<file path="src/rtl/rcba_pkg.sv">
// Shared types, codes and defaults for the reference-counted bucket allocator.
`default_nettype none

package rcba_pkg;

    // Field widths fixed by the transaction format
    localparam int FLAG_KEY_W = 32;
    localparam int BUCKET_W   = 4;
    localparam int STATUS_W   = 3;
    localparam int USED_W     = 5;

    // Default sizing of the slot table
    localparam int NUM_BUCKETS_DEF = 16;
    localparam int COUNT_WIDTH_DEF = 16;
    localparam int KEY_WIDTH_DEF   = 32;

    typedef enum logic {
        FUNC_ACQUIRE = 1'b0,
        FUNC_RELEASE = 1'b1
    } func_e;

    typedef enum logic [STATUS_W-1:0] {
        STATUS_OK        = 3'd0,
        STATUS_UNKNOWN   = 3'd1,
        STATUS_UNDERFLOW = 3'd2,
        STATUS_FULL      = 3'd3,
        STATUS_SATURATED = 3'd4
    } status_e;

    // Commands broadcast from the controller to the slot cells
    typedef enum logic [2:0] {
        OP_NONE  = 3'd0,
        OP_INC   = 3'd1,
        OP_ALLOC = 3'd2,
        OP_DEC   = 3'd3,
        OP_FREE  = 3'd4,
        OP_ERASE = 3'd5
    } cmd_op_e;

    typedef struct packed {
        func_e                 func;
        logic [FLAG_KEY_W-1:0] flag_key;
    } in_t;

    typedef struct packed {
        logic [BUCKET_W-1:0] bucket;
        status_e             status;
        logic                slot_freed;
        logic [USED_W-1:0]   buckets_used;
    } out_t;

endpackage

`default_nettype wire

</file>
<file path="src/rtl/refcounted_bucket_allocator_unit.sv">
// Top level of the reference-counted bucket allocator: controller and row of slot cells.
//
// Each transaction maps a flag key to one of NUM_BUCKETS slots. The slots live in a row
// of cells; the lookup is a token passed from cell to cell, one cell per clock, along the
// whole chain. An acquire, a release that leaves the count above zero, or any error goes
// through the scan, execute and done states to the result on m_valid. A release that
// drops a count to zero then trims the high-water mark: it reads the top slot and lowers
// the mark past it while that slot is unused, until a mapped slot or an empty table. The
// controller works on one transaction at a time; a finished result sits in the output
// register, and the next transaction is accepted while it waits. No clearing pass is
// needed after reset.
`default_nettype none

module refcounted_bucket_allocator_unit #(
    parameter int NUM_BUCKETS = rcba_pkg::NUM_BUCKETS_DEF,
    parameter int COUNT_WIDTH = rcba_pkg::COUNT_WIDTH_DEF,
    parameter int KEY_WIDTH   = rcba_pkg::KEY_WIDTH_DEF
) (
    input  wire            aclk,
    input  wire            aresetn,
    input  wire            s_valid,
    output logic           s_ready,
    input  rcba_pkg::in_t  s_data,
    output logic           m_valid,
    input  wire            m_ready,
    output rcba_pkg::out_t m_data
);

    localparam int IDX_W = $clog2(NUM_BUCKETS);
    localparam int CNT_W = $clog2(NUM_BUCKETS + 1);
    localparam logic [CNT_W-1:0] NUM_SLOTS = CNT_W'(NUM_BUCKETS);
    localparam logic [IDX_W-1:0] SCAN_LAST = IDX_W'(NUM_BUCKETS - 1);

    typedef struct packed {
        logic                   hit;
        logic [IDX_W-1:0]       idx;
        logic [COUNT_WIDTH-1:0] count;
        logic                   pop_hit;
        logic [IDX_W-1:0]       pop_idx;
    } tok_t;

    typedef struct packed {
        logic [KEY_WIDTH-1:0] key;
        logic                 pop_en;
        logic [IDX_W-1:0]     pop_rank;
        rcba_pkg::cmd_op_e    op;
        logic [IDX_W-1:0]     idx;
        logic [IDX_W-1:0]     rank;
        logic                 push;
        logic [IDX_W-1:0]     top_idx;
    } bus_t;

    typedef struct packed {
        logic             mapped;
        logic             free;
        logic [IDX_W-1:0] rank;
    } view_t;

    typedef enum logic [5:0] {
        S_IDLE    = 6'b000001,
        S_SCAN    = 6'b000010,
        S_EXEC    = 6'b000100,
        S_TRIM_RD = 6'b001000,
        S_TRIM_WR = 6'b010000,
        S_DONE    = 6'b100000
    } state_t;

    state_t              state_reg, state_next;
    rcba_pkg::func_e     func_reg, func_next;
    logic [KEY_WIDTH-1:0] key_reg, key_next;
    logic [IDX_W-1:0]    scan_cnt_reg, scan_cnt_next;
    logic [CNT_W-1:0]    hw_reg, hw_next;
    logic [CNT_W-1:0]    depth_reg, depth_next;
    logic [IDX_W-1:0]    res_bucket_reg, res_bucket_next;
    rcba_pkg::status_e   res_status_reg, res_status_next;
    logic                res_freed_reg, res_freed_next;
    view_t               top_reg, top_next;
    logic                m_valid_reg, m_valid_next;
    rcba_pkg::out_t      m_data_reg, m_data_next;

    bus_t  bus;
    tok_t  tok_in_arr  [NUM_BUCKETS];
    tok_t  tok_out_arr [NUM_BUCKETS];
    view_t view_arr    [NUM_BUCKETS];
    view_t view_any;
    tok_t  tok;

    // Row of slot cells, lookup token chained from cell 0 upward
    for (genvar i = 0; i < NUM_BUCKETS; i++) begin : g_cell
        if (i == 0) begin : g_head
            assign tok_in_arr[i] = '0;
        end else begin : g_link
            assign tok_in_arr[i] = tok_out_arr[i-1];
        end
        rcba_slot_cell #(
            .NUM_BUCKETS (NUM_BUCKETS),
            .KEY_WIDTH   (KEY_WIDTH),
            .COUNT_WIDTH (COUNT_WIDTH),
            .CELL_IDX    (i),
            .bus_t       (bus_t),
            .tok_t       (tok_t),
            .view_t      (view_t)
        ) u_cell (
            .aclk    (aclk),
            .aresetn (aresetn),
            .bus     (bus),
            .tok_in  (tok_in_arr[i]),
            .tok_out (tok_out_arr[i]),
            .view    (view_arr[i])
        );
    end

    // Merge the read bus: only the addressed cell drives nonzero
    always_comb begin
        view_any = '0;
        for (int i = 0; i < NUM_BUCKETS; i++) begin
            view_any = view_t'(view_any | view_arr[i]);
        end
    end

    assign tok = tok_out_arr[NUM_BUCKETS-1];

    // Controller
    always_comb begin
        state_next      = state_reg;
        func_next       = func_reg;
        key_next        = key_reg;
        scan_cnt_next   = scan_cnt_reg;
        hw_next         = hw_reg;
        depth_next      = depth_reg;
        res_bucket_next = res_bucket_reg;
        res_status_next = res_status_reg;
        res_freed_next  = res_freed_reg;
        top_next        = top_reg;
        m_valid_next    = m_valid_reg;
        m_data_next     = m_data_reg;

        bus          = '0;
        bus.key      = key_reg;
        bus.pop_en   = (depth_reg != '0);
        bus.pop_rank = IDX_W'(depth_reg - CNT_W'(1));
        bus.op       = rcba_pkg::OP_NONE;
        bus.top_idx  = IDX_W'(hw_reg - CNT_W'(1));

        // Drop the result once taken
        if (m_valid_reg && m_ready) begin
            m_valid_next = 1'b0;
        end

        unique case (state_reg)
            S_IDLE: begin
                if (s_valid) begin
                    func_next     = s_data.func;
                    key_next      = KEY_WIDTH'(s_data.flag_key);
                    scan_cnt_next = '0;
                    state_next    = S_SCAN;
                end
            end
            S_SCAN: begin
                scan_cnt_next = scan_cnt_reg + IDX_W'(1);
                if (scan_cnt_reg == SCAN_LAST) begin
                    state_next = S_EXEC;
                end
            end
            S_EXEC: begin
                res_bucket_next = '0;
                res_status_next = rcba_pkg::STATUS_OK;
                res_freed_next  = 1'b0;
                state_next      = S_DONE;
                if (func_reg == rcba_pkg::FUNC_ACQUIRE) begin
                    if (tok.hit) begin
                        if (&tok.count) begin
                            res_status_next = rcba_pkg::STATUS_SATURATED;
                        end else begin
                            bus.op          = rcba_pkg::OP_INC;
                            bus.idx         = tok.idx;
                            res_bucket_next = tok.idx;
                        end
                    end else if ((depth_reg != '0) && tok.pop_hit) begin
                        // Reuse the most recently freed slot
                        bus.op          = rcba_pkg::OP_ALLOC;
                        bus.idx         = tok.pop_idx;
                        depth_next      = depth_reg - CNT_W'(1);
                        res_bucket_next = tok.pop_idx;
                    end else if (hw_reg < NUM_SLOTS) begin
                        // Take the slot at the high-water mark
                        bus.op          = rcba_pkg::OP_ALLOC;
                        bus.idx         = IDX_W'(hw_reg);
                        hw_next         = hw_reg + CNT_W'(1);
                        res_bucket_next = IDX_W'(hw_reg);
                    end else begin
                        res_status_next = rcba_pkg::STATUS_FULL;
                    end
                end else begin
                    if (!tok.hit) begin
                        res_status_next = rcba_pkg::STATUS_UNKNOWN;
                    end else if (tok.count == '0) begin
                        res_status_next = rcba_pkg::STATUS_UNDERFLOW;
                    end else begin
                        res_bucket_next = tok.idx;
                        bus.idx         = tok.idx;
                        if (tok.count == COUNT_WIDTH'(1)) begin
                            // Last reference: unmap, push on the free list, then trim
                            bus.op         = rcba_pkg::OP_FREE;
                            bus.push       = (depth_reg < NUM_SLOTS);
                            bus.rank       = IDX_W'(depth_reg);
                            res_freed_next = 1'b1;
                            if (depth_reg < NUM_SLOTS) begin
                                depth_next = depth_reg + CNT_W'(1);
                            end
                            state_next = S_TRIM_RD;
                        end else begin
                            bus.op = rcba_pkg::OP_DEC;
                        end
                    end
                end
            end
            S_TRIM_RD: begin
                if (hw_reg == '0) begin
                    state_next = S_DONE;
                end else begin
                    top_next   = view_any;
                    state_next = S_TRIM_WR;
                end
            end
            S_TRIM_WR: begin
                if (top_reg.mapped) begin
                    state_next = S_DONE;
                end else begin
                    // Lower the mark past the unused top slot, erase it from the free list
                    hw_next = hw_reg - CNT_W'(1);
                    if (top_reg.free) begin
                        bus.op     = rcba_pkg::OP_ERASE;
                        bus.idx    = IDX_W'(hw_reg - CNT_W'(1));
                        bus.rank   = top_reg.rank;
                        depth_next = depth_reg - CNT_W'(1);
                    end
                    state_next = S_TRIM_RD;
                end
            end
            S_DONE: begin
                if (!m_valid_reg || m_ready) begin
                    m_data_next.bucket       = rcba_pkg::BUCKET_W'(res_bucket_reg);
                    m_data_next.status       = res_status_reg;
                    m_data_next.slot_freed   = res_freed_reg;
                    m_data_next.buckets_used = rcba_pkg::USED_W'(hw_reg);
                    m_valid_next             = 1'b1;
                    state_next               = S_IDLE;
                end
            end
            default: begin
                state_next = S_IDLE;
            end
        endcase
    end

    always_ff @(posedge aclk) begin
        if (!aresetn) begin
            state_reg   <= S_IDLE;
            hw_reg      <= '0;
            depth_reg   <= '0;
            m_valid_reg <= 1'b0;
        end else begin
            state_reg   <= state_next;
            hw_reg      <= hw_next;
            depth_reg   <= depth_next;
            m_valid_reg <= m_valid_next;
        end
    end

    always_ff @(posedge aclk) begin
        func_reg       <= func_next;
        key_reg        <= key_next;
        scan_cnt_reg   <= scan_cnt_next;
        res_bucket_reg <= res_bucket_next;
        res_status_reg <= res_status_next;
        res_freed_reg  <= res_freed_next;
        top_reg        <= top_next;
        m_data_reg     <= m_data_next;
    end

    assign s_ready = (state_reg == S_IDLE);
    assign m_valid = m_valid_reg;
    assign m_data  = m_data_reg;

endmodule

`default_nettype wire

</file>
<file path="src/rtl/rcba_slot_cell.sv">
// One slot cell: key, reference count, free-list rank, and one stage of the lookup chain.
`default_nettype none

module rcba_slot_cell #(
    parameter int  NUM_BUCKETS = rcba_pkg::NUM_BUCKETS_DEF,
    parameter int  KEY_WIDTH   = rcba_pkg::KEY_WIDTH_DEF,
    parameter int  COUNT_WIDTH = rcba_pkg::COUNT_WIDTH_DEF,
    parameter int  CELL_IDX    = 0,
    parameter type bus_t       = logic,
    parameter type tok_t       = logic,
    parameter type view_t      = logic
) (
    input  wire  aclk,
    input  wire  aresetn,
    input  bus_t bus,
    input  tok_t tok_in,
    output tok_t tok_out,
    output view_t view
);

    localparam int IDX_W = $clog2(NUM_BUCKETS);
    localparam logic [IDX_W-1:0] MY_IDX = IDX_W'(CELL_IDX);

    logic                   mapped_reg, mapped_next;
    logic                   free_reg, free_next;
    logic [COUNT_WIDTH-1:0] count_reg, count_next;
    logic [KEY_WIDTH-1:0]   key_reg, key_next;
    logic [IDX_W-1:0]       rank_reg, rank_next;
    tok_t                   tok_reg, tok_next;
    logic                   mine;

    // Apply the broadcast command to this slot
    always_comb begin
        mapped_next = mapped_reg;
        free_next   = free_reg;
        count_next  = count_reg;
        key_next    = key_reg;
        rank_next   = rank_reg;
        mine        = (bus.idx == MY_IDX);
        unique case (bus.op)
            rcba_pkg::OP_INC: begin
                if (mine) begin
                    count_next = count_reg + COUNT_WIDTH'(1);
                end
            end
            rcba_pkg::OP_ALLOC: begin
                if (mine) begin
                    mapped_next = 1'b1;
                    free_next   = 1'b0;
                    key_next    = bus.key;
                    count_next  = COUNT_WIDTH'(1);
                end
            end
            rcba_pkg::OP_DEC: begin
                if (mine) begin
                    count_next = count_reg - COUNT_WIDTH'(1);
                end
            end
            rcba_pkg::OP_FREE: begin
                if (mine) begin
                    mapped_next = 1'b0;
                    count_next  = '0;
                    free_next   = bus.push;
                    rank_next   = bus.rank;
                end
            end
            rcba_pkg::OP_ERASE: begin
                if (mine) begin
                    free_next = 1'b0;
                end else if (free_reg && (rank_reg > bus.rank)) begin
                    rank_next = rank_reg - IDX_W'(1);
                end
            end
            default: begin
            end
        endcase
    end

    // Lookup stage: keep the first hit from below, flag the top of the free list
    always_comb begin
        tok_next = tok_in;
        if (!tok_in.hit && mapped_reg && (key_reg == bus.key)) begin
            tok_next.hit   = 1'b1;
            tok_next.idx   = MY_IDX;
            tok_next.count = count_reg;
        end
        if (bus.pop_en && free_reg && (rank_reg == bus.pop_rank)) begin
            tok_next.pop_hit = 1'b1;
            tok_next.pop_idx = MY_IDX;
        end
    end

    // Drive this slot onto the read bus when it is the top slot
    always_comb begin
        view = '0;
        if (bus.top_idx == MY_IDX) begin
            view.mapped = mapped_reg;
            view.free   = free_reg;
            view.rank   = rank_reg;
        end
    end

    always_ff @(posedge aclk) begin
        if (!aresetn) begin
            mapped_reg <= 1'b0;
            free_reg   <= 1'b0;
            count_reg  <= '0;
        end else begin
            mapped_reg <= mapped_next;
            free_reg   <= free_next;
            count_reg  <= count_next;
        end
    end

    always_ff @(posedge aclk) begin
        key_reg  <= key_next;
        rank_reg <= rank_next;
        tok_reg  <= tok_next;
    end

    assign tok_out = tok_reg;

endmodule

`default_nettype wire

</file>
<file path="config.mk">
export PLATFORM = sky130hd
export DESIGN_NAME = refcounted_bucket_allocator_unit
export DESIGN_NICKNAME = d
export VERILOG_FILES = /design/src/rtl/rcba_pkg.sv /design/src/rtl/refcounted_bucket_allocator_unit.sv /design/src/rtl/rcba_slot_cell.sv
export SDC_FILE = /design/constraint.sdc
export NUM_CORES = 2
export LEC_CHECK = 0
export BUFFER_PORTS_ARGS = -buffer_cell sky130_fd_sc_hd__buf_4
export CORE_MARGIN = 2
export CORE_UTILIZATION = 58
export CTS_CLUSTER_SIZE = 40
export DETAILED_ROUTE_END_ITERATION = 7
export HOLD_SLACK_MARGIN = 0.12
export PLACE_DENSITY_LB_ADDON = 0.3
export SLEW_MARGIN = 20
export SYNTH_ARGS = -nofsm -noshare
export SYNTH_HDL_FRONTEND = slang
export SYNTH_SLANG_ARGS = --single-unit
</file>
<file path="constraint.sdc">
create_clock -name aclk -period 8.05 [get_ports aclk]
set_input_delay 0 -clock aclk [delete_from_list [all_inputs] [get_ports aclk]]
set_output_delay 0 -clock aclk [all_outputs]
set_load 0.1 [all_outputs]
</file>
Yosys cells after proc, flatten, opt, wreduce, memory -nomap -nowiden
Index checks and enable logic that the tools add are counted.
{"block": "word_totals", "mem_bits_ro": 0, "wordCells": 984, "mem_bits_rw": 0, "latchBits": 0, "register_bits": 1361, "n_memories": 0}
{"block": "classes", "n_addsub": 53, "n_bitwise": 18, "eq_ne": 202, "mux": 317, "n_div": 0, "n_mul": 0, "shift": 0, "reduce_logical": 199, "magnitude_cmp": 18}
{"op": "$mux 16", "count": 79}
{"op": "$pmux 16 s4", "count": 16}
{"op": "$eq 32x32->1", "count": 16}
{"op": "$add 16x1->16 const B", "count": 16}
{"op": "$sub 16x1->16 const B", "count": 16}
{"op": "$mux 4", "count": 56}
{"op": "$ne 2x1->1 const B", "count": 96}
{"op": "$mux 6", "count": 27}
{"op": "$pmux 4 s2", "count": 17}
{"op": "$reduce_and 3->1", "count": 33}
{"op": "$mux 5", "count": 18}
{"op": "$or 6x6->6", "count": 15}
{"op": "$logic_and 1x1->1", "count": 81}
{"op": "$reduce_and 5->1", "count": 16}
{"op": "$eq 4x4->1 const B", "count": 17}
{"op": "$eq 4x4->1", "count": 16}
{"op": "$gt 4x4->1", "count": 16}
{"op": "$pmux 1 s2", "count": 32}
{"op": "$reduce_and 4->1", "count": 16}
{"op": "$sub 4x1->4 const B", "count": 16}
{"op": "$mux 1", "count": 53}
{"op": "$ne 2x2->1 const B", "count": 25}
{"op": "$reduce_and 2->1", "count": 20}
{"op": "$pmux 6 s6", "count": 1}
{"op": "other kinds (41)", "count": 93}

Logic depth before layout (Yosys ltp)
{"block": "depth", "depth_word": 18, "depth_mapped": 17, "ltp_nobuf": 15}

Hierarchy
Synthesis repeated with hierarchy kept, for this count alone.
{"block": "unflattened", "cells_unflattened": 6109, "hier_area_um2": 67588.6}
{"mod": "rcba_slot_cell at g_cell[13].u_cell ...", "area_each_um2": 4038.9, "instances": 2, "cells_each": 357}
{"mod": "rcba_slot_cell at g_cell[4].u_cell ...", "area_each_um2": 3963.8, "instances": 2, "cells_each": 363}
{"mod": "rcba_slot_cell at g_cell[11].u_cell", "area_each_um2": 4106.4, "instances": 1, "cells_each": 373}
{"mod": "rcba_slot_cell at g_cell[10].u_cell", "area_each_um2": 4058.9, "instances": 1, "cells_each": 371}
{"mod": "rcba_slot_cell at g_cell[6].u_cell", "area_each_um2": 4023.9, "instances": 1, "cells_each": 361}
{"mod": "rcba_slot_cell at g_cell[7].u_cell", "area_each_um2": 4010.1, "instances": 1, "cells_each": 358}
{"mod": "rcba_slot_cell at g_cell[9].u_cell", "area_each_um2": 3986.3, "instances": 1, "cells_each": 354}
{"mod": "rcba_slot_cell at g_cell[1].u_cell", "area_each_um2": 3962.6, "instances": 1, "cells_each": 363}
{"mod": "rcba_slot_cell at g_cell[5].u_cell", "area_each_um2": 3961.3, "instances": 1, "cells_each": 361}
{"mod": "rcba_slot_cell at g_cell[3].u_cell", "area_each_um2": 3960.0, "instances": 1, "cells_each": 362}
{"mod": "rcba_slot_cell at g_cell[15].u_cell", "area_each_um2": 3958.8, "instances": 1, "cells_each": 352}
{"mod": "rcba_slot_cell at g_cell[12].u_cell", "area_each_um2": 3955.0, "instances": 1, "cells_each": 368}
{"mod": "rcba_slot_cell at g_cell[2].u_cell", "area_each_um2": 3947.5, "instances": 1, "cells_each": 363}
{"mod": "rcba_slot_cell at g_cell[0].u_cell", "area_each_um2": 3913.8, "instances": 1, "cells_each": 355}
{"mod": "refcounted_bucket_allocator_unit", "area_each_um2": 3738.6, "instances": 1, "cells_each": 328}

Worst setup path after synthesis
Ideal clock, no wire load.
{"block": "synth_timing", "kind": "register -> register", "from": "register state_reg[3]", "to": "register g_cell[14].u_cell.count_reg[15]", "arrival_time_ps": 8294, "synth_period_minus_slack_ps": 8369, "stages_incl_launch_ff": 17, "required_time_ps": 7975, "setup_ps": 75, "path_slack_ps": -319, "path_cell_list": "dfxtp_1 > nor2_1 > nand4_1 > inv_1 > clkbuf_1 > nand4_1 > inv_1 > ha_1 > a211oi_1 > o211a_1 > a211oi_1 > a2111oi_0 > o31ai_1 > a21oi_1 > xnor2_1 > or4_1 > a31oi_1"}
{"block": "synth_between", "elab_chain_cells": 5, "word_cells_on_any_way": 15}
{"item": "from (decl)", "line_no": "refcounted_bucket_allocator_unit.sv:68", "text": "state_t state_reg, state_next;"}
{"item": "from (signal assigned)", "line_no": "refcounted_bucket_allocator_unit.sv:264", "text": "state_reg <= state_next;"}
{"item": "$eq 6x5->1 or $eq 6x3->1 (tied branches)", "line_no": "refcounted_bucket_allocator_unit.sv:150", "text": "unique case (state_reg)"}
{"item": "$pmux 11 s2 *", "line_no": "refcounted_bucket_allocator_unit.sv:150"}
{"item": "$eq 4x4->1, or another cell as far along", "line_no": "rcba_slot_cell.sv:39", "text": "mine = (bus.idx == MY_IDX);"}
{"item": "$ne 2x1->1 (no source line) or $reduce_bool 4->1 (tied branches)"}
{"item": "$reduce_and 5->1 (no source line)"}
{"item": "to (signal assigned)", "line_no": "rcba_slot_cell.sv:111", "text": "count_reg <= count_next;"}
{"item": "to (decl)", "line_no": "rcba_slot_cell.sv:26", "text": "logic [COUNT_WIDTH-1:0] count_reg, count_next;"}
Mark *: on every way between the ends. The rest lies on a longest branch, timed or not.
A chain may end at the register's enable or synchronous reset.

Worst setup path in the final report
{"block": "layout_timing", "from": "register state_reg[3]", "to": "register g_cell[12].u_cell.count_reg[15]"}
{"block": "layout_between", "elab_chain_cells": 5, "word_cells_on_any_way": 15}
{"item": "$eq 6x5->1 or $eq 6x3->1 (tied branches)", "line_no": "refcounted_bucket_allocator_unit.sv:150"}
{"item": "$pmux 11 s2 *", "line_no": "refcounted_bucket_allocator_unit.sv:150"}
{"item": "$eq 4x4->1, or another cell as far along", "line_no": "rcba_slot_cell.sv:39"}
{"item": "$ne 2x1->1 (no source line) or $reduce_bool 4->1 (tied branches)"}
{"item": "$reduce_and 5->1 (no source line)"}
{"item": "to (signal assigned)", "line_no": "rcba_slot_cell.sv:111"}
{"item": "to (decl)", "line_no": "rcba_slot_cell.sv:26"}
Marked as above.

==> results.sh <==
export IMPL_hold_start="s_valid"
export IMPL_startpoint_type="register"
export IMPL_hold_violations=0
export IMPL_vdd_ir_drop_max_mv=0.240
export IMPL_wl_um=158000
export IMPL_cp_end_kind="register"
export IMPL_final_net_count=6245
export IMPL_relSlewSlack=0.234
export IMPL_drt_iter0_markers=4098
export IMPL_min_path_type="input port to register"
export IMPL_num_rows=120
export IMPL_ys_top_cells_by_area="edfxtp_1 31%, dfxtp_1 22%, xnor2_1 8.4%"
export IMPL_avgViaCountPerCell=6.07
export IMPL_cts_resized=0
export IMPL_setup_violations=0
export IMPL_min_path_cells=5
export IMPL_cts_root_buf="clkbuf_16"
export IMPL_dieArea_sq_um=111000
export IMPL_drc=0
export IMPL_clock_latency_ns=0.79
export IMPL_yosysWarnings=0
export IMPL_maxSlewViolCount=0
export IMPL_cp_num_buf_inv=4
export IMPL_cts_buffers=139
export IMPL_yosys_area_top_type="edfxtp_1"
export IMPL_r2r_slack_ns=1.77
export IMPL_regArea_sq_um=33100
export IMPL_grt_ovfl_total=0
export IMPL_avgSynthCellArea_sq_um=10.9
export IMPL_die_h_um=333
export IMPL_cts_buffer_depth=3
export IMPL_areaGrowthSynthToFinish_pct=11.9
export IMPL_synth_distinct_cells=95
export IMPL_antenna_found_initial=0
export IMPL_fillCellCount=8081
export IMPL_fin_area_sq_um=70400
export IMPL_clock_sinks=1331
export IMPL_status="finished clean"
export IMPL_cp_required_ns=8.67
export IMPL_p_leak_nw=26.3
export IMPL_synth_edf_count=640
export IMPL_h_tree_depth=4
export IMPL_finalSetupTns_ns=0
export IMPL_coreArea_sq_um=107000
export IMPL_cp_max_fo=64
export IMPL_largest_reg_flops=512
export IMPL_ys_ff_latch=1331
export IMPL_worst_clock_skew_ns=0.0519
export IMPL_num_io_pins=52
export IMPL_synth_main_ff_cell="dfxtp_1"
export IMPL_multiInputGateArea_sq_um=28500
export IMPL_slowest_delay_ns=0.88
export IMPL_finalCritPeriodShare=0.780
export IMPL_grt_max_degree=153
export IMPL_seq_area_frac_synth=0.526
export IMPL_syn_area_sq_um=62800
export IMPL_vias=44900
export IMPL_rr_worst_depth=17
export IMPL_max_cap_violations=0
export IMPL_path_class="register to register"
export IMPL_arrival_ns=6.91
export IMPL_min_to="state_reg[0]"
export IMPL_netlist_instances=5765
export IMPL_hold_slack_ns=0.283
export IMPL_worstMarginPinSlew_ns=1.15
export IMPL_fin_crit_ns=6.28
export IMPL_fmax_ghz=0.159
export IMPL_slowest_stage="inv_1"
export IMPL_worstReg2RegStart="state_reg[3]"
export IMPL_synth_async_reset_ratio=0
export IMPL_path_clk_slew_ns=0.06
export IMPL_layout_common_cells="691 x dfxtp_1, 640 x edfxtp_1, 603 x xnor2_1"
export IMPL_crit_family="buffers and inverters"
export IMPL_hpwl_um=98000
export IMPL_io_buffers=51
export IMPL_grt_pass1_vias=43900
export IMPL_drive_above_1_share=0.103
export IMPL_synth_nets=6132
export IMPL_power_density_nw_per_um2=201
export IMPL_synth_top_area_share=0.306
export IMPL_placed_area_sq_um=65000
export IMPL_final_common_cell="dfxtp_1"
export IMPL_dieWidth_um=333
export IMPL_start_util=0.586
export IMPL_gp_congestion=0.870
export IMPL_grt_usage=0.282
export IMPL_rsz0062_at_grt="false"
export IMPL_r2r_end="g_cell[12].u_cell.count_reg[15]"
export IMPL_firstDrtPassIters=6
export IMPL_routedWlPerCell_um=21.4
export IMPL_path_cells="nor2_1 > nand4_1 > inv_1 > nand4_1 > clkinvlp_4 > buf_4 > buf_4 > ha_1 > a211oi_1 > nor2_1 > nor4_1 > o31ai_1 > a2111o_1 > a31oi_1 > xnor2_1 > a21oi_1 > o32ai_1"
export IMPL_grt_pass1_wl_um=247000
export IMPL_antenna_left=0
export IMPL_cts_tree="built"
-- cell usage after synthesis (9+ instances only) --
master	instances
buf_2	14
a21o_1	43
and2_1	65
fa_1	16
nand4_1	177
a22oi_1	78
nand2b_1	114
and3_1	16
a221oi_1	9
ha_1	314
a31oi_1	30
o31ai_1	26
xnor2_1	606
o21bai_1	11
o211ai_1	17
o2111ai_1	20
dfxtp_1	691
nor2_1	309
a211oi_1	43
xor2_1	193
o21ai_0	275
inv_1	133
nor4b_1	22
nand3_1	151
clkbuf_1	230
or4_1	15
nand4b_1	11
nor4_1	53
a21oi_1	350
nor3_1	140
mux2_2	154
nor2b_1	56
mux2i_1	9
o211a_1	11
edfxtp_1	640
nand2_1	440
or3_1	60
buf_1	14
o21a_1	44
-- how the worst max path moves through the flow --
stage	end	startpoint	slack (ns)	cells past startpoint
2_1_floorplan	g_cell[14].u_cell.count_reg[15]	state_reg[3]	0.87	16
3_3_place_gp	g_cell[13].u_cell.count_reg[15]	state_reg[3]	2.15	17
3_5_place_dp	g_cell[13].u_cell.count_reg[15]	state_reg[3]	1.93	17
4_1_cts	g_cell[12].u_cell.count_reg[15]	state_reg[3]	1.80	17
5_1_grt	g_cell[12].u_cell.count_reg[15]	state_reg[3]	1.31	17
6_report	g_cell[12].u_cell.count_reg[15]	state_reg[3]	1.77	17
-- per-layer routing --
metal  up-vias  GRT usage  share of wire
met3       363     0.0475          0.068
met5         -          0              0
met4         0      0.112          0.036
li1      21000          -              -
met1     21900      0.368           0.42
met2      1616      0.467           0.48
-- report_power, final --
group	internal, mW	switching, mW
clock network	3.62	2.78
registers	7.13	0.0286
logic	0.201	0.380
total	11.0	3.19
-- area by class of cell --
class / instances / share of cell area
Clock inverter: 65 / 0.00911
Tap cell: 1403 / 0.0250
Clock buffer: 189 / 0.0561
Antenna cell: 1 / 0.0000356
Inverter: 133 / 0.00726
Multi-Input combinational cell: 4038 / 0.405
Sequential cell: 1331 / 0.470
Timing Repair Buffer: 235 / 0.0279
-- through the flow --
stage	utilization	total power, mW	cells	setup slack [ns]
after detailed placement	0.607	7.85	7066	1.93
after global placement	0.606	7.83	7066	2.15
after floorplan	-	7.65	5765	0.867
final	0.656	14.1	7395	1.77
after global routing	0.656	14.5	7394	1.31
after CTS	0.656	14.2	7394	1.80
-- cell families after synthesis --
logic type	synth area share
adders and majority gates	0.0676
buffers and inverters	0.0243
xor gates and xnor gates	0.111
and+or+nand+nor	0.134
muxes	0.0297
AOI/OAI and AO/OA	0.107
DFF	0.526
-- worst register-to-register path, stage by stage, from the launching register on --
cell and delay (ns):
dfxtp_1 0.37, nor2_1 0.33, nand4_1 0.68, inv_1 0.89
nand4_1 0.28, clkinvlp_4 0.18, buf_4 0.36, buf_4 0.72
ha_1 0.39, a211oi_1 0.24, nor2_1 0.12, nor4_1 0.32
o31ai_1 0.22, a2111o_1 0.44, a31oi_1 0.20, xnor2_1 0.12
a21oi_1 0.20, o32ai_1 0.09
-- what timing repair did --
action                                  CTS  global route
setup buffers                             0             0
endpoints found under the setup margin    0             0
hold buffers                             74             0
endpoints found under the hold margin   231             0
Power figures use the tool's default switching activity.
